`src/rtl/assert_macros.svh`:
```
// Assertion macros used by lfb_skid, the output stage of the blend pipeline.
// Needs clk and arst_n in the scope of the module that uses them.
`ifndef ASSERT_MACROS_SVH
`define ASSERT_MACROS_SVH

// Same-cycle implication, checked outside reset.
`define LFB_ASSERT_IMPL(name, ante, cons) \
	name: assert property (@(posedge clk) disable iff (!arst_n) (ante) |-> (cons)) \
		else $error("%m: same-cycle check failed");

// Next-cycle implication, checked outside reset.
`define LFB_ASSERT_NEXT(name, ante, cons) \
	name: assert property (@(posedge clk) disable iff (!arst_n) (ante) |=> (cons)) \
		else $error("%m: next-cycle check failed");

`endif

```
`src/rtl/lfb_pkg.sv`:
```
// Shared types and constants of the linear feather blend pipeline.
// No dependencies; imported by every module of the block.
package lfb_pkg;

	localparam int MAX_WIDTH = 4096;
	localparam int COL_W     = 12;
	localparam int LW_W      = 13;
	localparam int CH_W      = 8;
	localparam int NUM_W     = 21;
	localparam int DIV_STEPS = CH_W;
	localparam int IDX_W     = 2;
	localparam int CFG_W     = LW_W;

	localparam logic [IDX_W-1:0] REG_BLEND_START = 2'd0;
	localparam logic [IDX_W-1:0] REG_LEFT_WIDTH  = 2'd1;
	localparam logic [IDX_W-1:0] REG_DARK_THRESH = 2'd2;

	localparam logic [COL_W-1:0] BLEND_START_RST = '0;
	localparam logic [LW_W-1:0]  LEFT_WIDTH_RST  = LW_W'(MAX_WIDTH);
	localparam logic [CH_W-1:0]  DARK_THRESH_RST = 8'd50;

	typedef struct packed {
		logic [COL_W-1:0] column;
		logic [CH_W-1:0]  left_blue;
		logic [CH_W-1:0]  left_green;
		logic [CH_W-1:0]  left_red;
		logic [CH_W-1:0]  warped_blue;
		logic [CH_W-1:0]  warped_green;
		logic [CH_W-1:0]  warped_red;
	} pix_in_t;

	typedef struct packed {
		logic [CH_W-1:0] out_blue;
		logic [CH_W-1:0] out_green;
		logic [CH_W-1:0] out_red;
	} pix_out_t;

	typedef struct packed {
		logic [COL_W-1:0] blend_start;
		logic [LW_W-1:0]  left_width;
		logic [CH_W-1:0]  dark_threshold;
	} cfg_t;

	// Weighted sums and their divisor, handed from the front end to the divider.
	typedef struct packed {
		logic [LW_W-1:0]  divisor;
		logic [NUM_W-1:0] num_blue;
		logic [NUM_W-1:0] num_green;
		logic [NUM_W-1:0] num_red;
	} mix_t;

endpackage

```
`src/rtl/lfb_front.sv`:
```
// Front end: region decode, weights, products and weighted sums (stages 1 to 4).
// Depends on lfb_pkg.
module lfb_front
	import lfb_pkg::*;
(
	input  logic    clk,
	input  logic    arst_n,
	input  logic    adv,
	input  logic    in_valid,
	input  pix_in_t pix,
	input  cfg_t    cfg,
	output logic    mix_valid,
	output mix_t    mix
);

	localparam logic [1:0] MODE_LEFT = 2'd0;
	localparam logic [1:0] MODE_WARP = 2'd1;
	localparam logic [1:0] MODE_MIX  = 2'd2;

	logic             col_lt, col_ge, dark;
	logic [1:0]       mode;
	logic [LW_W-1:0]  span;
	logic [COL_W-1:0] offs;

	logic             v_s1, v_s2, v_s3, v_s4;
	logic [1:0]       mode_s1;
	logic [LW_W-1:0]  span_s1;
	logic [COL_W-1:0] offs_s1;
	pix_in_t          pix_s1, pix_s2;

	logic [LW_W-1:0]  wl, ww, sp;
	logic [LW_W-1:0]  wl_s2, ww_s2, sp_s2, sp_s3;

	logic [NUM_W-1:0] pl_b_s3, pl_g_s3, pl_r_s3;
	logic [NUM_W-1:0] pw_b_s3, pw_g_s3, pw_r_s3;
	mix_t             mix_s4;

	// Stage 1: decide the region, take span and offset.
	assign col_lt = pix.column < cfg.blend_start;
	assign col_ge = {1'b0, pix.column} >= cfg.left_width;
	assign dark   = (pix.warped_blue < cfg.dark_threshold)
		&& (pix.warped_green < cfg.dark_threshold)
		&& (pix.warped_red < cfg.dark_threshold);
	assign span   = cfg.left_width - {1'b0, cfg.blend_start};
	assign offs   = pix.column - cfg.blend_start;

	always_comb begin
		if (col_lt || (!col_ge && dark)) begin
			mode = MODE_LEFT;
		end else if (col_ge) begin
			mode = MODE_WARP;
		end else begin
			mode = MODE_MIX;
		end
	end

	// Stage 2: weights; pass-through regions use a unit divisor.
	always_comb begin
		case (mode_s1)
			MODE_WARP: begin
				wl = '0;
				ww = LW_W'(1);
				sp = LW_W'(1);
			end
			MODE_MIX: begin
				wl = span_s1 - {1'b0, offs_s1};
				ww = {1'b0, offs_s1};
				sp = span_s1;
			end
			default: begin
				wl = LW_W'(1);
				ww = '0;
				sp = LW_W'(1);
			end
		endcase
	end

	always_ff @(posedge clk or negedge arst_n) begin
		if (!arst_n) begin
			v_s1 <= 1'b0;
			v_s2 <= 1'b0;
			v_s3 <= 1'b0;
			v_s4 <= 1'b0;
		end else if (adv) begin
			v_s1 <= in_valid;
			v_s2 <= v_s1;
			v_s3 <= v_s2;
			v_s4 <= v_s3;
		end
	end

	always_ff @(posedge clk) begin
		if (adv) begin
			mode_s1 <= mode;
			span_s1 <= span;
			offs_s1 <= offs;
			pix_s1  <= pix;

			wl_s2  <= wl;
			ww_s2  <= ww;
			sp_s2  <= sp;
			pix_s2 <= pix_s1;

			// Stage 3: products.
			pl_b_s3 <= NUM_W'(pix_s2.left_blue) * NUM_W'(wl_s2);
			pl_g_s3 <= NUM_W'(pix_s2.left_green) * NUM_W'(wl_s2);
			pl_r_s3 <= NUM_W'(pix_s2.left_red) * NUM_W'(wl_s2);
			pw_b_s3 <= NUM_W'(pix_s2.warped_blue) * NUM_W'(ww_s2);
			pw_g_s3 <= NUM_W'(pix_s2.warped_green) * NUM_W'(ww_s2);
			pw_r_s3 <= NUM_W'(pix_s2.warped_red) * NUM_W'(ww_s2);
			sp_s3   <= sp_s2;

			// Stage 4: sums stay below 256 times the divisor.
			mix_s4.divisor   <= sp_s3;
			mix_s4.num_blue  <= pl_b_s3 + pw_b_s3;
			mix_s4.num_green <= pl_g_s3 + pw_g_s3;
			mix_s4.num_red   <= pl_r_s3 + pw_r_s3;
		end
	end

	assign mix_valid = v_s4;
	assign mix       = mix_s4;

endmodule

```
`src/rtl/lfb_div.sv`:
```
// Pipelined restoring divider: one quotient bit per stage, three channels.
// Depends on lfb_pkg.
module lfb_div
	import lfb_pkg::*;
(
	input  logic     clk,
	input  logic     arst_n,
	input  logic     adv,
	input  logic     in_valid,
	input  mix_t     mix,
	output logic     out_valid,
	output pix_out_t res
);

	logic [DIV_STEPS-1:0] v_s;
	logic [LW_W-1:0]      sp_s   [DIV_STEPS];
	logic [NUM_W-1:0]     rem_s  [DIV_STEPS][3];
	logic [CH_W-1:0]      quo_s  [DIV_STEPS][3];

	logic [DIV_STEPS-1:0] v_in;
	logic [LW_W-1:0]      sp_in  [DIV_STEPS];
	logic [NUM_W-1:0]     rem_in [DIV_STEPS][3];
	logic [CH_W-1:0]      quo_in [DIV_STEPS][3];

	for (genvar j = 0; j < DIV_STEPS; j++) begin : g_step
		logic [NUM_W-1:0] dvs;

		if (j == 0) begin : g_first
			assign v_in[j]      = in_valid;
			assign sp_in[j]     = mix.divisor;
			assign rem_in[j][0] = mix.num_blue;
			assign rem_in[j][1] = mix.num_green;
			assign rem_in[j][2] = mix.num_red;
			assign quo_in[j][0] = '0;
			assign quo_in[j][1] = '0;
			assign quo_in[j][2] = '0;
		end else begin : g_next
			assign v_in[j]  = v_s[j-1];
			assign sp_in[j] = sp_s[j-1];
			for (genvar c = 0; c < 3; c++) begin : g_ch
				assign rem_in[j][c] = rem_s[j-1][c];
				assign quo_in[j][c] = quo_s[j-1][c];
			end
		end

		// Divisor aligned to the quotient bit of this stage.
		assign dvs = NUM_W'(sp_in[j]) << (DIV_STEPS - 1 - j);

		always_ff @(posedge clk or negedge arst_n) begin
			if (!arst_n) begin
				v_s[j] <= 1'b0;
			end else if (adv) begin
				v_s[j] <= v_in[j];
			end
		end

		always_ff @(posedge clk) begin
			if (adv) begin
				sp_s[j] <= sp_in[j];
				for (int c = 0; c < 3; c++) begin
					if (rem_in[j][c] >= dvs) begin
						rem_s[j][c] <= rem_in[j][c] - dvs;
						quo_s[j][c] <= {quo_in[j][c][CH_W-2:0], 1'b1};
					end else begin
						rem_s[j][c] <= rem_in[j][c];
						quo_s[j][c] <= {quo_in[j][c][CH_W-2:0], 1'b0};
					end
				end
			end
		end
	end

	assign out_valid     = v_s[DIV_STEPS-1];
	assign res.out_blue  = quo_s[DIV_STEPS-1][0];
	assign res.out_green = quo_s[DIV_STEPS-1][1];
	assign res.out_red   = quo_s[DIV_STEPS-1][2];

endmodule

```
`src/rtl/lfb_skid.sv`:
```
// Output register with one skid entry; decouples the pipeline from the receiver.
// Depends on lfb_pkg and assert_macros.svh.
`include "assert_macros.svh"

module lfb_skid
	import lfb_pkg::*;
(
	input  logic     clk,
	input  logic     arst_n,
	input  logic     in_valid,
	input  pix_out_t in_res,
	input  logic     dst_stall,
	output logic     adv,
	output logic     dst_valid,
	output pix_out_t dst_word
);

	logic     out_valid_q, skid_full_q;
	pix_out_t out_q, skid_q;
	logic     push, take;

	// Hold the whole pipeline only while the skid entry is occupied.
	assign adv  = !skid_full_q;
	assign push = in_valid && adv;
	assign take = out_valid_q && !dst_stall;

	always_ff @(posedge clk or negedge arst_n) begin
		if (!arst_n) begin
			out_valid_q <= 1'b0;
			skid_full_q <= 1'b0;
		end else if (!out_valid_q || take) begin
			if (skid_full_q) begin
				out_valid_q <= 1'b1;
				skid_full_q <= 1'b0;
			end else begin
				out_valid_q <= push;
			end
		end else if (push) begin
			skid_full_q <= 1'b1;
		end
	end

	always_ff @(posedge clk) begin
		if (!out_valid_q || take) begin
			if (skid_full_q) begin
				out_q <= skid_q;
			end else if (push) begin
				out_q <= in_res;
			end
		end else if (push) begin
			skid_q <= in_res;
		end
	end

	assign dst_valid = out_valid_q;
	assign dst_word  = out_q;

	`LFB_ASSERT_IMPL(a_skid_behind_out, skid_full_q, out_valid_q)
	`LFB_ASSERT_NEXT(a_skid_drains, skid_full_q && !dst_stall, !skid_full_q)
	`LFB_ASSERT_NEXT(a_skid_catches, push && out_valid_q && dst_stall, skid_full_q)

endmodule

```
`src/rtl/linear_feather_blend_top.sv`:
```
// Linear feather blend of a left and a warped BGR pixel stream, top level.
// Depends on lfb_pkg, lfb_front, lfb_div and lfb_skid.
//
// Usage:
// - src channel: one word per pixel (column, left BGR, warped BGR), taken at an
//   edge with src_valid high and src_stall low.
// - dst channel: one blended BGR word per accepted pixel, in order, taken at an
//   edge with dst_valid high and dst_stall low.
// - Write port: wr_en with wr_index selects blend_start, left_width or
//   dark_threshold; write only while no pixel is in flight.
// - Pipeline: from acceptance to dst_valid a word passes four front stages
//   (region decode, weights, multipliers, sums), eight divider stages that
//   each resolve one quotient bit, and the output register.
// - Throughput: one pixel per clock unless the skid is full; divider fully pipelined.
// - Stall: when dst stalls, the next finished word drops into a skid entry and
//   the whole pipeline holds; src_stall is the registered skid-full flag.
// - Reset: arst_n empties the pipeline and the output side and loads
//   blend_start 0, left_width 4096 and dark_threshold 50.
module linear_feather_blend_top
	import lfb_pkg::*;
(
	input  logic             clk,
	input  logic             arst_n,
	input  logic             src_valid,
	output logic             src_stall,
	input  pix_in_t          src_word,
	output logic             dst_valid,
	input  logic             dst_stall,
	output pix_out_t         dst_word,
	input  logic             wr_en,
	input  logic [IDX_W-1:0] wr_index,
	input  logic [CFG_W-1:0] wr_data
);

	cfg_t     cfg_q;
	logic     adv;
	logic     mix_valid;
	mix_t     mix;
	logic     res_valid;
	pix_out_t res;

	// Configuration registers; unknown indexes are dropped.
	always_ff @(posedge clk or negedge arst_n) begin
		if (!arst_n) begin
			cfg_q.blend_start    <= BLEND_START_RST;
			cfg_q.left_width     <= LEFT_WIDTH_RST;
			cfg_q.dark_threshold <= DARK_THRESH_RST;
		end else if (wr_en) begin
			case (wr_index)
				REG_BLEND_START: cfg_q.blend_start    <= wr_data[COL_W-1:0];
				REG_LEFT_WIDTH:  cfg_q.left_width     <= wr_data[LW_W-1:0];
				REG_DARK_THRESH: cfg_q.dark_threshold <= wr_data[CH_W-1:0];
				default: begin
				end
			endcase
		end
	end

	// Accept a word whenever the pipeline advances.
	assign src_stall = !adv;

	lfb_front u_front (
		.clk       (clk),
		.arst_n    (arst_n),
		.adv       (adv),
		.in_valid  (src_valid),
		.pix       (src_word),
		.cfg       (cfg_q),
		.mix_valid (mix_valid),
		.mix       (mix)
	);

	lfb_div u_div (
		.clk       (clk),
		.arst_n    (arst_n),
		.adv       (adv),
		.in_valid  (mix_valid),
		.mix       (mix),
		.out_valid (res_valid),
		.res       (res)
	);

	lfb_skid u_skid (
		.clk       (clk),
		.arst_n    (arst_n),
		.in_valid  (res_valid),
		.in_res    (res),
		.dst_stall (dst_stall),
		.adv       (adv),
		.dst_valid (dst_valid),
		.dst_word  (dst_word)
	);

endmodule

```
`config.mk`:
```
export PLATFORM = sky130hd
export DESIGN_NAME = linear_feather_blend_top
export DESIGN_NICKNAME = d
export VERILOG_FILES = /design/src/rtl/lfb_pkg.sv /design/src/rtl/lfb_front.sv /design/src/rtl/lfb_div.sv /design/src/rtl/lfb_skid.sv /design/src/rtl/linear_feather_blend_top.sv
export VERILOG_INCLUDE_DIRS = /design/src /design/src/rtl
export SDC_FILE = /design/constraint.sdc
export NUM_CORES = 2
export LEC_CHECK = 0
export BUFFER_PORTS_ARGS = -buffer_cell sky130_fd_sc_hd__buf_4
export CORE_ASPECT_RATIO = 1.1
export CORE_MARGIN = 2
export CORE_UTILIZATION = 39
export CTS_CLUSTER_SIZE = 28
export DETAILED_ROUTE_END_ITERATION = 12
export HOLD_SLACK_MARGIN = 0.08
export PLACE_DENSITY = 0.52
export SLEW_MARGIN = 0
export SYNTH_ARGS = -nofsm -noshare
export SYNTH_HDL_FRONTEND = slang
export SYNTH_HIERARCHICAL = 1
export SYNTH_SLANG_ARGS = --single-unit
```
`constraint.sdc`:
```
create_clock -name clk -period 14.6 [get_ports clk]
set_clock_uncertainty 0.15 [all_clocks]
set_input_delay 0 -clock clk [delete_from_list [all_inputs] [get_ports clk]]
set_output_delay 0 -clock clk [all_outputs]
set_load 0.02 [all_outputs]
```
==> impl.org <==
** Die
- Die outline width :: 428 um
- The floorplan step set the die height to 470 um.
- Once the floorplan was initialized, standard cells occupied 39.1% of the core.
- IO Pins :: 106
- The floorplan step defined a die boundary enclosing 201,000 sq um.
- Count of standard-cell rows :: 171
- After floorplanning, the core was sized to cover 197,000 sq um.

** Route
- The pre-antenna-repair detailed-routing pass consisted of 8 iterations.
- DR iter-0 viols :: 2,800
- Detailed-route wire length per cell :: 19.3 um
- DRC :: 0
- Dividing the detail-routed via count by the number of cells gives 5.05.
- The final layout contains routed wiring with a total length of 192,000 um.
- The routed layout has 50,034 vias.
- Number of nets still failing antenna checks after routing :: 0

** Yosys
- The share of the Yosys chip area taken by registers is 43.0%.
- Post-synth top flop :: edfxtp_1
- In this run the cell area of the synthesized design comes to 77,000 sq um.
- The Yosys step of the flow raised 6 warnings.
- Synth unique cells :: 99
- Async SR Flop Fraction :: 4.23%
- Counting every net in the synthesized netlist gives 8,138.
- Summed over all instances, the cell type with the most area after synthesis is edfxtp_1.
- Post-synth EDFFs :: 1,063
- The cell count after synthesis came out at 6,955.
- A synthesized cell averages 11.1 sq um.
- Counting flops and latches in the post-synthesis netlist gives 1,111.
- After synthesis, the cell types taking the most area are edfxtp_1 (41%), ha_1 (11%), fa_1 (11%).
- Top cell type's share of synthesized area :: 41.4%

** Timing
- The final max-slew violation count is 0.
- RSZ-0062 raised after global routing :: no
- Setup violations remaining at the end of the flow were counted as 0.
- Worst Hold Slack :: 0.150 ns
- For the final routed database, the setup TNS stands at 0 ns.
- Post-route clock period utilization :: 40.4%
- Achievable Freq :: 169 MHz
- The total count of hold-check failures in the final report was 0.
- Actual transition at the worst max-transition pin :: 1.17 ns
- The worst path needs 5.90 ns of the cycle, external delays included.
- The worst pin sits at a relative slew slack of 22.3%.

** Setup path
- WP data required :: 14.98 ns
- In this design, the largest share of critical-path delay is due to adder cells.
- STA classifies the critical path startpoint as a flop.
- The worst setup path is captured at a flop.
- Worst reg2reg setup slack :: 8.70 ns
- The most numerous cell type found on the critical path is fa_1.
- Worst-case reg-to-reg path depth :: 18
- In this run the critical register-to-register path is captured at u_front/pw_r_s3[19]$_DFFE_PP_.
- The number of buffers and inverters on the critical path is 3.
- The critical path is of the reg -> reg type.
- Slowest cell on crit path :: edfxtp_1
- The critical path goes through nand2_1, fa_1, fa_1, inv_1, fa_1, inv_1, fa_1, inv_1, ha_1, o21a_1, o31a_1, o211ai_1, nand2_1, a2111oi_1, nor2_1, a221o_1, a21oi_1, xnor2_1.
- In this design, the stage delay of the slowest critical-path cell is 1.00 ns.
- In this run the critical register-to-register path is launched from u_front/ww_s2[5]$_SDFFCE_PN0P_.
- For the worst setup path, the data arrival time is 6.28 ns.
- Crit Path Max Fanout :: 24

** Status
- Outcome :: finished clean

** Global route
- The number of global-route vias before repair came to 51,695.
- The total overflow left after global routing is 0.
- Pin count of the biggest net entering global routing :: 174
- Wire length of the first global-routing pass :: 296,000 um
- Total global-route track usage :: 19.1%
- Number of antenna violations at the first check in global routing :: 2

** Flow run
- Across the run, the number of max-cap violations was 0.

** Clock tree
- Depth of the CTS H-tree :: 4
- Post-CTS repair changed the size of 0 cells.
- TritonCTS built the clock tree.
- CTS placed an instance of clkbuf_16 at the clock tree root.
- Clock input transition at the sequential cells of the worst setup and hold paths :: 0.06 ns
- Longest Clk Path Bufs :: 3
- Counting every sink on the clock net gives 1,111.
- Clock tree synthesis inserted a total of 133 buffers.
- Buffers added to address setup during post-CTS repair amount to 0.
- At the later pin of the worst-skew pair, clock insertion delay measures 0.78 ns.

** Layout
- The repair_antennas step left the layout with diodes totalling 0.
- Final design utilization :: 44.0%
- Layout Area Growth over Synthesis :: 12.6%
- Net total in the final layout :: 8,396
- Fraction of final layout cells sized beyond drive strength 1 :: 7.60%

** Worst hold path
- Hold endpoint :: u_front/offs_s1[6]$_DFFE_PP_
- In this run the most critical hold path is launched from src_word[54].
- Min-delay worst type :: in -> reg
- Number of instances on the worst hold path :: 4

** Placement
- Number of buffer cells added on primary ports :: 105
- Weighted congestion reported at the end of routability-driven placement :: 0.905
- HPWL Detailed :: 149,000 um
-- sequential cells by signal, indices dropped and copies added (netlist names), 24 cells and up --
register,cells
u_front/mix,76
u_div/quo_s,108
cfg_q,33
u_skid/dst_word,24
u_skid/skid_q,24
u_front/pix_s2,48
u_div/sp_s,91
u_div/rem_s,441
u_front/pix_s1,48
-- metrics by stage --
stage | cells | cell area (sq um) | setup WS [ns]
floorplan | 6955 | 77000 | 1.90
global placement | 9503 | 80700 | 8.74
detailed placement | 9503 | 80700 | 8.67
CTS | 9914 | 86700 | 8.64
global route | 9914 | 86700 | 8.23
finish | 9914 | 86700 | 8.70
-- metal layers --
metal,vias up,part of all wire (%),global-route usage (%),routed length (um)
met5,-,0,0,0
met4,0,5.0,9.05,9650
met3,337,2.6,2.33,4900
met2,808,53,35.4,101000
met1,24059,40,21.5,76000
li1,24830,-,-,-
-- Yosys cell counts, drive strengths merged, types with 154 or more instances --
| master | instances |
|---|---|
| inv | 777 |
| edfxtp | 1063 |
| clkbuf | 164 |
| a21o | 154 |
| and2 | 490 |
| a21oi | 399 |
| nor2 | 408 |
| o21ai | 298 |
| fa | 405 |
| xnor2 | 269 |
| nand2 | 472 |
| ha | 698 |
-- layout make-up --
type,instances,area [sq um]
clock buffers,168,3620
clock inverters,73,709
fillers,18359,110000
inverters,777,2920
multi-input cells,4879,40300
flip-flops and latches,1111,33100
well taps,2595,3250
repair buffers,311,2800
-- worst register-to-register path, cell delays in order (launching register included) --
cell and delay [ns]:
edfxtp_1 1.00, nand2_1 0.20, fa_1 0.54, fa_1 0.55, inv_1 0.05, fa_1 0.48
inv_1 0.06, fa_1 0.48, inv_1 0.04, ha_1 0.32, o21a_1 0.12, o31a_1 0.13
o211ai_1 0.18, nand2_1 0.12, a2111oi_1 0.48, nor2_1 0.14, a221o_1 0.37, a21oi_1 0.18
xnor2_1 0.08
-- layout by cell type (no fill, tap or decap), types with 82 or more instances in the layout --
master and count:
dlygate4sd3_1 169, buf_4 139, clkbuf_16 139, o21ai_0 272, nand2_1 472, nor2_1 406
and2_1 490, ha_1 698, fa_1 405, a21o_1 154, mux2_2 146, xor2_1 151
inv_1 776, nor2b_1 82, nor3_1 116, edfxtp_1 1063, xnor2_1 269, a21oi_1 396
-- worst max-delay path by stage --
| stage | end | cells after the start | from |
|---|---|---|---|
| global route | u_front/pw_r_s3[19]$_DFFE_PP_ | 18 | u_front/ww_s2[5]$_SDFFCE_PN0P_ |
| floorplan | u_div/rem_s[5][50]$_DFFE_PP_ | 8 | u_skid/skid_full_q$_DFFE_PN0P_ |
| finish | u_front/pw_r_s3[19]$_DFFE_PP_ | 18 | u_front/ww_s2[5]$_SDFFCE_PN0P_ |
| CTS | u_front/pw_r_s3[19]$_DFFE_PP_ | 18 | u_front/ww_s2[5]$_SDFFCE_PN0P_ |
| detailed placement | u_front/pw_r_s3[19]$_DFFE_PP_ | 18 | u_front/ww_s2[5]$_SDFFCE_PN0P_ |
| global placement | u_front/pw_r_s3[19]$_DFFE_PP_ | 18 | u_front/ww_s2[5]$_SDFFCE_PN0P_ |
-- cells by family (layout without fill, tap and decap cells) --
| group | count (synthesis) | count (layout) | synth area share (%) |
|---|---|---|---|
| AND/OR/NAND/NOR | 1945 | 1945 | 12.9 |
| adder cells (fa/ha/maj) | 1103 | 1103 | 21.9 |
| XOR/XNOR | 420 | 420 | 4.78 |
| buffers and inverters | 965 | 1329 | 4.78 |
| multiplexers | 162 | 162 | 2.38 |
| AO/OA/AOI/OAI | 1249 | 1249 | 10.3 |
| flip-flops | 1111 | 1111 | 43.0 |
-- repair_timing --
item	in CTS	in global routing
setup endpoints to repair	0	0
hold endpoints to repair	193	0
hold buffers	170	0
Power is not shown: default switching activity piles up to over one toggle a cycle in this logic, so the estimate is an artifact.
